===== config.mk =====
export PLATFORM = sky130hd
export DESIGN_NAME = iso8601_timestamp_parser
export DESIGN_NICKNAME = d
export VERILOG_FILES = /design/src/design/isotp_pkg.sv /design/src/design/iso8601_timestamp_parser.sv /design/src/design/isotp_front.sv /design/src/design/isotp_fifo.sv /design/src/design/isotp_back.sv
export SDC_FILE = /design/constraint.sdc
export NUM_CORES = 2
export LEC_CHECK = 0
export BUFFER_PORTS_ARGS = -buffer_cell sky130_fd_sc_hd__buf_2
export CAP_MARGIN = 20
export CORE_ASPECT_RATIO = 0.6
export CORE_UTILIZATION = 33
export DETAILED_ROUTE_END_ITERATION = 10
export HOLD_SLACK_MARGIN = 0.1
export PLACE_DENSITY = 0.59
export SETUP_SLACK_MARGIN = 0.15
export SYNTH_ARGS = -nofsm -noshare
export SYNTH_HDL_FRONTEND = slang
export SYNTH_HIERARCHICAL = 1
export SYNTH_SLANG_ARGS = --single-unit

===== constraint.sdc =====
create_clock -name clk -period 7.6 [get_ports clk]
set_input_delay 0.38 -clock clk [delete_from_list [all_inputs] [get_ports clk]]
set_output_delay 0.38 -clock clk [all_outputs]
set_load 0.02 [all_outputs]

===== src/design/isotp_pkg.sv =====
package isotp_pkg;

  localparam int Q_DEPTH = 2;

  // one terminated string, as handed from the parser to the time unit
  typedef struct packed {
    logic        ok;
    logic [13:0] year;
    logic [3:0]  month;
    logic [4:0]  day;
    logic [4:0]  hour;
    logic [5:0]  minute;
    logic [5:0]  second;
    logic [9:0]  ms;
    logic        off_neg;
    logic [6:0]  off_hours;
    logic [6:0]  off_minutes;
  } rec_t;

  // days from March 1 to the first of month index mm (March = 0)
  function automatic logic [8:0] days_before_month(input logic [3:0] mm);
    logic [8:0] d;
    case (mm)
      4'd0:    d = 9'd0;
      4'd1:    d = 9'd31;
      4'd2:    d = 9'd61;
      4'd3:    d = 9'd92;
      4'd4:    d = 9'd122;
      4'd5:    d = 9'd153;
      4'd6:    d = 9'd184;
      4'd7:    d = 9'd214;
      4'd8:    d = 9'd245;
      4'd9:    d = 9'd275;
      4'd10:   d = 9'd306;
      4'd11:   d = 9'd337;
      default: d = 9'd0;
    endcase
    return d;
  endfunction

endpackage


===== src/design/iso8601_timestamp_parser.sv =====
// ISO 8601 timestamp parser: characters in, Unix milliseconds out.
// Input queue port: in_char_code is taken when in_push is high and in_full
// is low, one character per cycle with no gaps needed. A zero byte closes
// the string and produces exactly one result transaction; all other
// characters produce none.
// Output queue port: while out_empty is low, out_unix_ms and out_valid_res
// hold the oldest result; it is taken when out_pop is high. out_valid_res
// is 0 (and out_unix_ms 0) for a malformed string or an instant at or
// before the epoch.
// Processing: the back unit takes each string from the buffer, counts the
// eras of the date (year / 400) by repeated subtraction, then forms the day
// count, the products and their sum before loading the output register.
// Throughput: one character per cycle; terminated strings queue in a
// QUEUE_DEPTH entry buffer between the parser and the time unit, and
// in_full rises only when that buffer is full, e.g. while the receiver
// leaves a result unpopped.
// Reset (rst_n low, synchronous) empties the buffer and the output
// register and puts the parser at the first year digit.
module iso8601_timestamp_parser
  import isotp_pkg::*;
#(
  parameter int QUEUE_DEPTH = Q_DEPTH
) (
  input  logic        clk,
  input  logic        rst_n,
  input  logic        in_push,
  input  logic [7:0]  in_char_code,
  output logic        in_full,
  input  logic        out_pop,
  output logic        out_empty,
  output logic [47:0] out_unix_ms,
  output logic        out_valid_res
);

  logic q_full, q_empty, q_push, q_pop;
  rec_t q_wdata, q_rdata;

  isotp_front u_front (
    .clk          (clk),
    .rst_n        (rst_n),
    .in_push      (in_push),
    .in_char_code (in_char_code),
    .in_full      (in_full),
    .q_full       (q_full),
    .rec_push     (q_push),
    .rec_data     (q_wdata)
  );

  isotp_fifo #(
    .DEPTH (QUEUE_DEPTH)
  ) u_fifo (
    .clk   (clk),
    .rst_n (rst_n),
    .push  (q_push),
    .wdata (q_wdata),
    .full  (q_full),
    .pop   (q_pop),
    .rdata (q_rdata),
    .empty (q_empty)
  );

  isotp_back u_back (
    .clk           (clk),
    .rst_n         (rst_n),
    .q_empty       (q_empty),
    .q_data        (q_rdata),
    .q_pop         (q_pop),
    .out_pop       (out_pop),
    .out_empty     (out_empty),
    .out_unix_ms   (out_unix_ms),
    .out_valid_res (out_valid_res)
  );

endmodule


===== src/design/isotp_front.sv =====
module isotp_front
  import isotp_pkg::*;
(
  input  logic       clk,
  input  logic       rst_n,
  input  logic       in_push,
  input  logic [7:0] in_char_code,
  output logic       in_full,
  input  logic       q_full,
  output logic       rec_push,
  output rec_t       rec_data
);

  localparam logic [7:0] CH_NUL   = 8'h00;
  localparam logic [7:0] CH_ZERO  = 8'h30;
  localparam logic [7:0] CH_NINE  = 8'h39;
  localparam logic [7:0] CH_DASH  = 8'h2D;
  localparam logic [7:0] CH_PLUS  = 8'h2B;
  localparam logic [7:0] CH_COLON = 8'h3A;
  localparam logic [7:0] CH_DOT   = 8'h2E;
  localparam logic [7:0] CH_COMMA = 8'h2C;
  localparam logic [7:0] CH_T_UP  = 8'h54;
  localparam logic [7:0] CH_T_LO  = 8'h74;
  localparam logic [7:0] CH_SPACE = 8'h20;
  localparam logic [7:0] CH_Z_UP  = 8'h5A;
  localparam logic [7:0] CH_Z_LO  = 8'h7A;

  typedef enum logic [4:0] {
    PH_YEAR, PH_DASH1, PH_MONTH, PH_DASH2, PH_DAY, PH_SEP, PH_HOUR, PH_COLON1,
    PH_MINUTE, PH_COLON2, PH_SECOND, PH_AFTER_SEC, PH_FRAC1, PH_FRAC,
    PH_OFF_HOUR, PH_OFF_MID, PH_OFF_MIN, PH_END
  } phase_t;

  phase_t      phase_r, phase_nxt;
  logic [2:0]  cnt_r, cnt_nxt;
  logic [13:0] year_r, year_nxt;
  logic [6:0]  month_r, month_nxt;
  logic [6:0]  day_r, day_nxt;
  logic [6:0]  hour_r, hour_nxt;
  logic [6:0]  minute_r, minute_nxt;
  logic [6:0]  second_r, second_nxt;
  logic [9:0]  milli_r, milli_nxt;
  logic [1:0]  frac_r, frac_nxt;
  logic        neg_r, neg_nxt;
  logic [6:0]  offh_r, offh_nxt;
  logic [6:0]  offm_r, offm_nxt;
  logic        failed_r, failed_nxt;

  logic       accept, term, is_dig, is_z, is_sign;
  logic [3:0] dig;
  logic       phase_ok, range_ok;
  logic [9:0] ms_pad;

  function automatic logic [6:0] acc2(input logic [6:0] a, input logic [3:0] d);
    return 7'(a * 7'd10 + 7'(d));
  endfunction

  assign in_full  = q_full;
  assign accept   = in_push && !q_full;
  assign term     = (in_char_code == CH_NUL);
  assign rec_push = accept && term;
  assign is_dig   = (in_char_code >= CH_ZERO) && (in_char_code <= CH_NINE);
  assign dig      = in_char_code[3:0];
  assign is_z     = (in_char_code == CH_Z_UP) || (in_char_code == CH_Z_LO);
  assign is_sign  = (in_char_code == CH_PLUS) || (in_char_code == CH_DASH);

  assign phase_ok = (phase_r == PH_AFTER_SEC) || (phase_r == PH_FRAC) || (phase_r == PH_END);
  assign range_ok = (month_r >= 7'd1) && (month_r <= 7'd12) && (day_r >= 7'd1) &&
                    (day_r <= 7'd31) && (hour_r <= 7'd23) && (minute_r <= 7'd59) &&
                    (second_r <= 7'd60);

  always_comb begin
    case (frac_r)
      2'd0:    ms_pad = '0;
      2'd1:    ms_pad = 10'(milli_r * 10'd100);
      2'd2:    ms_pad = 10'(milli_r * 10'd10);
      default: ms_pad = milli_r;
    endcase
  end

  always_comb begin
    rec_data.ok          = !failed_r && phase_ok && range_ok;
    rec_data.year        = year_r;
    rec_data.month       = month_r[3:0];
    rec_data.day         = day_r[4:0];
    rec_data.hour        = hour_r[4:0];
    rec_data.minute      = minute_r[5:0];
    rec_data.second      = second_r[5:0];
    rec_data.ms          = ms_pad;
    rec_data.off_neg     = neg_r;
    rec_data.off_hours   = offh_r;
    rec_data.off_minutes = offm_r;
  end

  always_comb begin
    phase_nxt  = phase_r;
    cnt_nxt    = cnt_r;
    year_nxt   = year_r;
    month_nxt  = month_r;
    day_nxt    = day_r;
    hour_nxt   = hour_r;
    minute_nxt = minute_r;
    second_nxt = second_r;
    milli_nxt  = milli_r;
    frac_nxt   = frac_r;
    neg_nxt    = neg_r;
    offh_nxt   = offh_r;
    offm_nxt   = offm_r;
    failed_nxt = failed_r;
    if (accept) begin
      if (term) begin
        phase_nxt  = PH_YEAR;
        cnt_nxt    = '0;
        year_nxt   = '0;
        month_nxt  = '0;
        day_nxt    = '0;
        hour_nxt   = '0;
        minute_nxt = '0;
        second_nxt = '0;
        milli_nxt  = '0;
        frac_nxt   = '0;
        neg_nxt    = 1'b0;
        offh_nxt   = '0;
        offm_nxt   = '0;
        failed_nxt = 1'b0;
      end else if (!failed_r) begin
        unique case (phase_r) inside
          PH_YEAR: begin
            if (is_dig) begin
              year_nxt = 14'(year_r * 14'd10 + 14'(dig));
              cnt_nxt  = cnt_r + 3'd1;
              if (cnt_r == 3'd3) begin
                cnt_nxt   = '0;
                phase_nxt = PH_DASH1;
              end
            end else failed_nxt = 1'b1;
          end
          PH_DASH1: begin
            if (in_char_code == CH_DASH) phase_nxt = PH_MONTH;
            else failed_nxt = 1'b1;
          end
          PH_MONTH: begin
            if (is_dig) begin
              month_nxt = acc2(month_r, dig);
              cnt_nxt   = cnt_r + 3'd1;
              if (cnt_r == 3'd1) begin
                cnt_nxt   = '0;
                phase_nxt = PH_DASH2;
              end
            end else failed_nxt = 1'b1;
          end
          PH_DASH2: begin
            if (in_char_code == CH_DASH) phase_nxt = PH_DAY;
            else failed_nxt = 1'b1;
          end
          PH_DAY: begin
            if (is_dig) begin
              day_nxt = acc2(day_r, dig);
              cnt_nxt = cnt_r + 3'd1;
              if (cnt_r == 3'd1) begin
                cnt_nxt   = '0;
                phase_nxt = PH_SEP;
              end
            end else failed_nxt = 1'b1;
          end
          PH_SEP: begin
            if ((in_char_code == CH_T_UP) || (in_char_code == CH_T_LO) ||
                (in_char_code == CH_SPACE)) phase_nxt = PH_HOUR;
            else failed_nxt = 1'b1;
          end
          PH_HOUR: begin
            if (is_dig) begin
              hour_nxt = acc2(hour_r, dig);
              cnt_nxt  = cnt_r + 3'd1;
              if (cnt_r == 3'd1) begin
                cnt_nxt   = '0;
                phase_nxt = PH_COLON1;
              end
            end else failed_nxt = 1'b1;
          end
          PH_COLON1: begin
            if (in_char_code == CH_COLON) phase_nxt = PH_MINUTE;
            else failed_nxt = 1'b1;
          end
          PH_MINUTE: begin
            if (is_dig) begin
              minute_nxt = acc2(minute_r, dig);
              cnt_nxt    = cnt_r + 3'd1;
              if (cnt_r == 3'd1) begin
                cnt_nxt   = '0;
                phase_nxt = PH_COLON2;
              end
            end else failed_nxt = 1'b1;
          end
          PH_COLON2: begin
            if (in_char_code == CH_COLON) phase_nxt = PH_SECOND;
            else failed_nxt = 1'b1;
          end
          PH_SECOND: begin
            if (is_dig) begin
              second_nxt = acc2(second_r, dig);
              cnt_nxt    = cnt_r + 3'd1;
              if (cnt_r == 3'd1) begin
                cnt_nxt   = '0;
                phase_nxt = PH_AFTER_SEC;
              end
            end else failed_nxt = 1'b1;
          end
          PH_AFTER_SEC: begin
            if ((in_char_code == CH_DOT) || (in_char_code == CH_COMMA)) begin
              phase_nxt = PH_FRAC1;
            end else if (is_z) begin
              phase_nxt = PH_END;
            end else if (is_sign) begin
              neg_nxt   = (in_char_code == CH_DASH);
              cnt_nxt   = '0;
              phase_nxt = PH_OFF_HOUR;
            end else failed_nxt = 1'b1;
          end
          PH_FRAC1, PH_FRAC: begin
            if (is_dig) begin
              if (frac_r != 2'd3) begin
                milli_nxt = 10'(milli_r * 10'd10 + 10'(dig));
                frac_nxt  = frac_r + 2'd1;
              end
              phase_nxt = PH_FRAC;
            end else if (phase_r == PH_FRAC1) begin
              failed_nxt = 1'b1;
            end else if (is_z) begin
              phase_nxt = PH_END;
            end else if (is_sign) begin
              neg_nxt   = (in_char_code == CH_DASH);
              cnt_nxt   = '0;
              phase_nxt = PH_OFF_HOUR;
            end else failed_nxt = 1'b1;
          end
          PH_OFF_HOUR: begin
            if (is_dig) begin
              offh_nxt = acc2(offh_r, dig);
              cnt_nxt  = cnt_r + 3'd1;
              if (cnt_r == 3'd1) begin
                cnt_nxt   = '0;
                phase_nxt = PH_OFF_MID;
              end
            end else failed_nxt = 1'b1;
          end
          PH_OFF_MID: begin
            if (in_char_code == CH_COLON) begin
              cnt_nxt   = '0;
              phase_nxt = PH_OFF_MIN;
            end else if (is_dig) begin
              offm_nxt  = 7'(dig);
              cnt_nxt   = 3'd1;
              phase_nxt = PH_OFF_MIN;
            end else failed_nxt = 1'b1;
          end
          PH_OFF_MIN: begin
            if (is_dig) begin
              offm_nxt = acc2(offm_r, dig);
              cnt_nxt  = cnt_r + 3'd1;
              if (cnt_r == 3'd1) begin
                cnt_nxt   = '0;
                phase_nxt = PH_END;
              end
            end else failed_nxt = 1'b1;
          end
          default: failed_nxt = 1'b1;
        endcase
      end
    end
  end

  always_ff @(posedge clk) begin
    if (!rst_n) begin
      phase_r  <= PH_YEAR;
      cnt_r    <= '0;
      year_r   <= '0;
      month_r  <= '0;
      day_r    <= '0;
      hour_r   <= '0;
      minute_r <= '0;
      second_r <= '0;
      milli_r  <= '0;
      frac_r   <= '0;
      neg_r    <= 1'b0;
      offh_r   <= '0;
      offm_r   <= '0;
      failed_r <= 1'b0;
    end else begin
      phase_r  <= phase_nxt;
      cnt_r    <= cnt_nxt;
      year_r   <= year_nxt;
      month_r  <= month_nxt;
      day_r    <= day_nxt;
      hour_r   <= hour_nxt;
      minute_r <= minute_nxt;
      second_r <= second_nxt;
      milli_r  <= milli_nxt;
      frac_r   <= frac_nxt;
      neg_r    <= neg_nxt;
      offh_r   <= offh_nxt;
      offm_r   <= offm_nxt;
      failed_r <= failed_nxt;
    end
  end

endmodule


===== src/design/isotp_fifo.sv =====
module isotp_fifo
  import isotp_pkg::*;
#(
  parameter int DEPTH = Q_DEPTH
) (
  input  logic clk,
  input  logic rst_n,
  input  logic push,
  input  rec_t wdata,
  output logic full,
  input  logic pop,
  output rec_t rdata,
  output logic empty
);

  localparam int PW = (DEPTH > 1) ? $clog2(DEPTH) : 1;
  localparam int CW = $clog2(DEPTH + 1);

  rec_t          mem_r [DEPTH];
  logic [PW-1:0] wr_ptr_r, rd_ptr_r;
  logic [CW-1:0] cnt_r;

  function automatic logic [PW-1:0] ptr_inc(input logic [PW-1:0] p);
    return (p == PW'(DEPTH - 1)) ? '0 : PW'(p + 1'b1);
  endfunction

  assign full  = (cnt_r == CW'(DEPTH));
  assign empty = (cnt_r == '0);
  assign rdata = mem_r[rd_ptr_r];

  always_ff @(posedge clk) begin
    if (push) mem_r[wr_ptr_r] <= wdata;
  end

  always_ff @(posedge clk) begin
    if (!rst_n) begin
      wr_ptr_r <= '0;
      rd_ptr_r <= '0;
      cnt_r    <= '0;
    end else begin
      if (push) wr_ptr_r <= ptr_inc(wr_ptr_r);
      if (pop) rd_ptr_r <= ptr_inc(rd_ptr_r);
      case ({push, pop})
        2'b10:   cnt_r <= cnt_r + 1'b1;
        2'b01:   cnt_r <= cnt_r - 1'b1;
        default: cnt_r <= cnt_r;
      endcase
    end
  end

`ifndef ASSERT_OFF
  a_no_push_full: assert property (@(posedge clk) disable iff (!rst_n) !(push && full))
    else $error("push while queue full");
  a_no_pop_empty: assert property (@(posedge clk) disable iff (!rst_n) !(pop && empty))
    else $error("pop while queue empty");
  a_cnt_bound: assert property (@(posedge clk) disable iff (!rst_n)
    (cnt_r <= CW'(DEPTH)) && ((cnt_r == '0) || (cnt_r == CW'(DEPTH)) || (wr_ptr_r != rd_ptr_r)))
    else $error("queue count inconsistent");
`endif

endmodule


===== src/design/isotp_back.sv =====
module isotp_back
  import isotp_pkg::*;
(
  input  logic        clk,
  input  logic        rst_n,
  input  logic        q_empty,
  input  rec_t        q_data,
  output logic        q_pop,
  input  logic        out_pop,
  output logic        out_empty,
  output logic [47:0] out_unix_ms,
  output logic        out_valid_res
);

  localparam logic        [13:0] ERA_YEARS  = 14'd400;
  localparam logic signed [23:0] ERA_DAYS   = 24'sd146097;
  localparam logic signed [23:0] EPOCH_DAYS = 24'sd719468;
  localparam logic signed [49:0] DAY_MS     = 50'sd86400000;
  localparam logic signed [29:0] SEC_MS     = 30'sd1000;

  typedef enum logic [2:0] {
    B_IDLE, B_DIV, B_DOE, B_DAYS, B_MUL, B_SUM, B_OUT
  } bstate_t;

  bstate_t            state_r;
  rec_t               rec_r;
  logic        [13:0] rem_r;
  logic signed [5:0]  era_r;
  logic        [3:0]  mm_r;
  logic        [17:0] doe_r;
  logic        [18:0] off_r;
  logic        [16:0] hms_r;
  logic signed [23:0] days_r;
  logic signed [19:0] tod_r;
  logic signed [49:0] dms_r;
  logic signed [29:0] tms_r;
  logic signed [49:0] sum_r;
  logic               ovalid_r;
  logic        [47:0] oms_r;
  logic               ovres_r;

  logic               early, before_zero, pos;
  logic        [1:0]  c100;
  logic        [17:0] doe_nxt;
  logic signed [23:0] days_nxt;
  logic signed [19:0] tod_nxt;
  logic signed [29:0] tod_ext;

  assign q_pop       = (state_r == B_IDLE) && !q_empty;
  assign early       = (q_data.month <= 4'd2);
  assign before_zero = early && (q_data.year == '0);
  assign pos         = !sum_r[49] && (sum_r != '0);

  assign c100 = (rem_r >= 14'd300) ? 2'd3 : (rem_r >= 14'd200) ? 2'd2 :
                (rem_r >= 14'd100) ? 2'd1 : 2'd0;
  assign doe_nxt = 18'(rem_r) * 18'd365 + 18'(rem_r[13:2]) - 18'(c100) +
                   18'(days_before_month(mm_r)) + 18'(rec_r.day) - 18'd1;
  assign days_nxt = era_r * ERA_DAYS + $signed({6'b0, doe_r}) - EPOCH_DAYS;
  assign tod_nxt  = rec_r.off_neg ? ($signed({3'b0, hms_r}) + $signed({1'b0, off_r}))
                                  : ($signed({3'b0, hms_r}) - $signed({1'b0, off_r}));
  assign tod_ext  = 30'(tod_r);

  assign out_empty     = !ovalid_r;
  assign out_unix_ms   = oms_r;
  assign out_valid_res = ovres_r;

  always_ff @(posedge clk) begin
    if (!rst_n) begin
      state_r  <= B_IDLE;
      ovalid_r <= 1'b0;
    end else begin
      if (out_pop && ovalid_r && (state_r != B_OUT)) ovalid_r <= 1'b0;
      unique case (state_r)
        B_IDLE: begin
          if (!q_empty) begin
            rec_r <= q_data;
            mm_r  <= early ? 4'(q_data.month + 4'd9) : 4'(q_data.month - 4'd3);
            if (before_zero) begin
              era_r   <= -6'sd1;
              rem_r   <= 14'd399;
              state_r <= B_DOE;
            end else begin
              era_r   <= '0;
              rem_r   <= q_data.year - 14'(early);
              state_r <= B_DIV;
            end
          end
        end
        B_DIV: begin
          if (rem_r >= ERA_YEARS) begin
            rem_r <= rem_r - ERA_YEARS;
            era_r <= era_r + 6'sd1;
          end else state_r <= B_DOE;
        end
        B_DOE: begin
          doe_r   <= doe_nxt;
          off_r   <= 19'(rec_r.off_hours) * 19'd3600 + 19'(rec_r.off_minutes) * 19'd60;
          hms_r   <= 17'(rec_r.hour) * 17'd3600 + 17'(rec_r.minute) * 17'd60 +
                     17'(rec_r.second);
          state_r <= B_DAYS;
        end
        B_DAYS: begin
          days_r  <= days_nxt;
          tod_r   <= tod_nxt;
          state_r <= B_MUL;
        end
        B_MUL: begin
          dms_r   <= days_r * DAY_MS;
          tms_r   <= tod_ext * SEC_MS + $signed({20'b0, rec_r.ms});
          state_r <= B_SUM;
        end
        B_SUM: begin
          sum_r   <= dms_r + 50'(tms_r);
          state_r <= B_OUT;
        end
        B_OUT: begin
          if (!ovalid_r || out_pop) begin
            ovalid_r <= 1'b1;
            ovres_r  <= rec_r.ok && pos;
            oms_r    <= (rec_r.ok && pos) ? sum_r[47:0] : '0;
            state_r  <= B_IDLE;
          end
        end
        default: state_r <= B_IDLE;
      endcase
    end
  end

`ifndef ASSERT_OFF
  a_valid_nonzero: assert property (@(posedge clk) disable iff (!rst_n)
    (ovalid_r && ovres_r) |-> (oms_r != '0))
    else $error("valid result with zero time");
  a_era_range: assert property (@(posedge clk) disable iff (!rst_n)
    (state_r == B_DIV) |-> ((era_r >= 6'sd0) && (era_r <= 6'sd24)))
    else $error("era count out of range");
  a_pop_starts: assert property (@(posedge clk) disable iff (!rst_n)
    q_pop |=> (state_r != B_IDLE))
    else $error("queue pop without starting a transaction");
`endif

endmodule

==> out/metrics.yaml <==
cts:
  cts.sinks: 572
  clk_pin_slew_ps: 70
  cts_buffers: 56
  clock_latency_ps: 690
  tritoncts: "yes"
  ctsResizeCount: 0
  h-tree-depth: 2
  clk_path_buf_depth: 3
  cts_root_buf: "clkbuf_16"
  postCtsSetupRepairBufs: 0
  ctsHoldBuffers: 1
power:
  p_per_area_nw_per_um2: 332
  p_leak_uw: 0.0236
  vdd_drop_max_v: 0.000699
hold_path:
  min_from: "in_char_code[0]"
  hp-class: "in2reg"
die:
  dieArea_sq_um: 152000
  pin_count: 63
  rows: 109
  die_w_um: 503
  fp.dieH_um: 303
  core_sq_um: 148000
  start_util: 0.335
setup_path:
  reg2reg_depth: 21
  reg2reg_to: "u_back/dms_r[47]$_DFFE_PP_"
  required_ps: 7980
  critPathCapture: "u_back/dms_r[47]$_DFFE_PP_"
  critPathMaxFanout: 15
  cp-startpoint: "u_back/days_r[23]$_DFFE_PP_"
  cp.arrival_ps: 7090
  crit_type: "reg2reg"
  start_kind: "register"
  cp-end-kind: "register"
  reg2reg_slack_ps: 880
  r2r-start: "u_back/days_r[23]$_DFFE_PP_"
routing:
  first_iter_violations: 2412
  drc_errors: 0
  wirelength_um: 110000
  vias: 32400
  drt-vias-per-instance: 4.79
  routedWlPerCell_um: 16.3
  ant_nets: 0
  dr.pass1.iters: 7
timing:
  post-route-min-period_ps: 6720
  clock.fmax_mhz: 149
  fin_hold_ws_ps: 205
  tns_ps: 0
  max-slew-margin-rel: 0.320
  setup_ws_ps: 884
  drv_slew: 0
  period_share: 0.884
  rsz0062_at_grt: "false"
  setup_violations: 0
  skew_ps: 63.6
  tightest_slew_ps: 1010
  finalHoldViolCount: 0
place:
  port_buffers: 62
  gp_congestion: 0.870
  hpwl_um: 87900
  pre_cts_ws_ps: 924
logic_synthesis:
  ys.warnings.count: 6
  synth_top_area_cell: "edfxtp_1"
  synth_top_cells_by_area: "edfxtp_1 (28%), ha_1 (17%), fa_1 (16%)"
  syn_area_sq_um: 49700
  seq_area_frac_synth: 0.325
  async_flop_share: 0
  synth.distinct_cells: 104
  ys.flop_type: "edfxtp_1"
  synth_seq_cells: 572
  syn_nets: 5747
  synth_edf_count: 469
  postSynthAreaPerCell_sq_um: 10.6
  yosysTopAreaCellShare: 0.283
  syn_inst: 4674
layout:
  layout-area-overhead-vs-synth_pct: 9.14
  final_common_cell: "inv_1"
  final_cell_mix: "inv_1 (828), ha_1 (673), edfxtp_1 (469)"
  seq_area_sq_um: 16100
  multi_input_area_sq_um: 30000
  final_nets: 5785
  fillers: 14700
  layout-drive-gt1-share: 0.0652
global_route:
  grt_pass1_vias: 31400
  gr-usage-met1: 0.240
  grt_pass1_wl_um: 176000
  antenna_found_initial: 5
  grt_overflow: 0
  grt.busiest_layer: "met1"
  use_met2: 0.193
  grt_usage: 0.145
  use_met3: 0.0261
  grt_max_degree: 67
job:
  maxCapViolCount: 0
run_status:
  status: "finished clean"
[routing by layer]
metal / part of all wire / vias up
met1: 0.55 / 15600
met2: 0.37 / 731
met5: 0 / -
met4: 0.014 / 0
li1: - / 16000
met3: 0.060 / 96
[cell usage after synthesis, types with 74 or more instances]
master,n
inv_1,829
ha_1,673
edfxtp_1,469
fa_1,388
xnor2_1,259
a21oi_1,232
nand2_1,209
nor2_1,156
o21ai_0,125
dfxtp_1,103
xor2_1,101
nand3_1,98
a21o_1,81
and2_1,78
nor3_1,74
[worst min-delay path by stage]
stage | endpoint | slack, ps | cells after the start
floorplan | u_back/hms_r[0]$_DFFE_PP_ | 400 | 0
global placement | u_back/hms_r[0]$_DFFE_PP_ | 400 | 0
detailed placement | u_back/sum_r[2]$_DFFE_PP_ | 410 | 0
CTS | u_front/offm_r[0]$_SDFFE_PN0P_ | 170 | 3
global route | u_front/offm_r[0]$_SDFFE_PN0P_ | 200 | 3
finish | u_front/offm_r[0]$_SDFFE_PN0P_ | 200 | 3
[through the flow]
| stage | utilization | cell area [sq um] | instances | power (uW) |
|---|---|---|---|---|
| after global placement | 0.352 | 52200 | 6650 | 14700 |
| after global routing | 0.366 | 54300 | 6757 | 19600 |
| final | 0.366 | 54300 | 6757 | 18000 |
| after floorplan | - | 49700 | 4674 | 12500 |
| after detailed placement | 0.352 | 52200 | 6650 | 14800 |
| after CTS | 0.366 | 54300 | 6755 | 18100 |
[layout make-up]
class / count / share of cell area
antenna: 1 / 0.0000461
clock buffer: 63 / 0.0269
clock inverter: 41 / 0.0110
inverter: 832 / 0.0576
multi-input combinational: 3168 / 0.552
sequential: 572 / 0.298
tap: 1998 / 0.0461
timing repair buffer: 82 / 0.00848
[critical path, stage by stage, from the launching register on]
cell,delay [ps]
edfxtp_1,690
clkinv_1,590
fa_1,700
inv_1,40
ha_1,260
inv_1,50
fa_1,480
inv_1,60
fa_1,530
inv_1,60
fa_1,520
inv_1,40
ha_1,330
nand3_1,180
nor2_1,70
a21oi_1,180
or4b_1,460
o221ai_1,270
a21oi_1,170
a41o_1,320
o41ai_1,320
xnor2_1,100
[registers in the layout (all words and copies together), names as in the netlist, 10 cells and up, named ones only]
name and flops:
u_back/rem_r 14, u_back/days_r 24, u_front/milli_r 10, u_back/dms_r 40, u_back/out_unix_ms 48, u_back/tod_r 20
u_back/sum_r 50, u_fifo/mem_r 132, u_back/doe_r 18, u_back/tms_r 30, u_front/year_r 14, u_back/rec_r 48
u_back/hms_r 17, u_back/off_r 17
[report_power, final]
group / switching [uW] / internal, uW
clock network: 1340 / 1780
logic: 5930 / 4640
registers: 167 / 4170
total: 7440 / 10600
[cell families after synthesis]
group,count (synthesis),synth area share
AO/OA/AOI/OAI,772,0.101
XOR/XNOR,360,0.0634
flip-flops,572,0.325
adder cells (fa/ha/maj),1062,0.326
multiplexers,88,0.0195
buffers and inverters,934,0.0736
AND/OR/NAND/NOR,886,0.0922
Note: power is estimated with default switching activity, not from simulation.
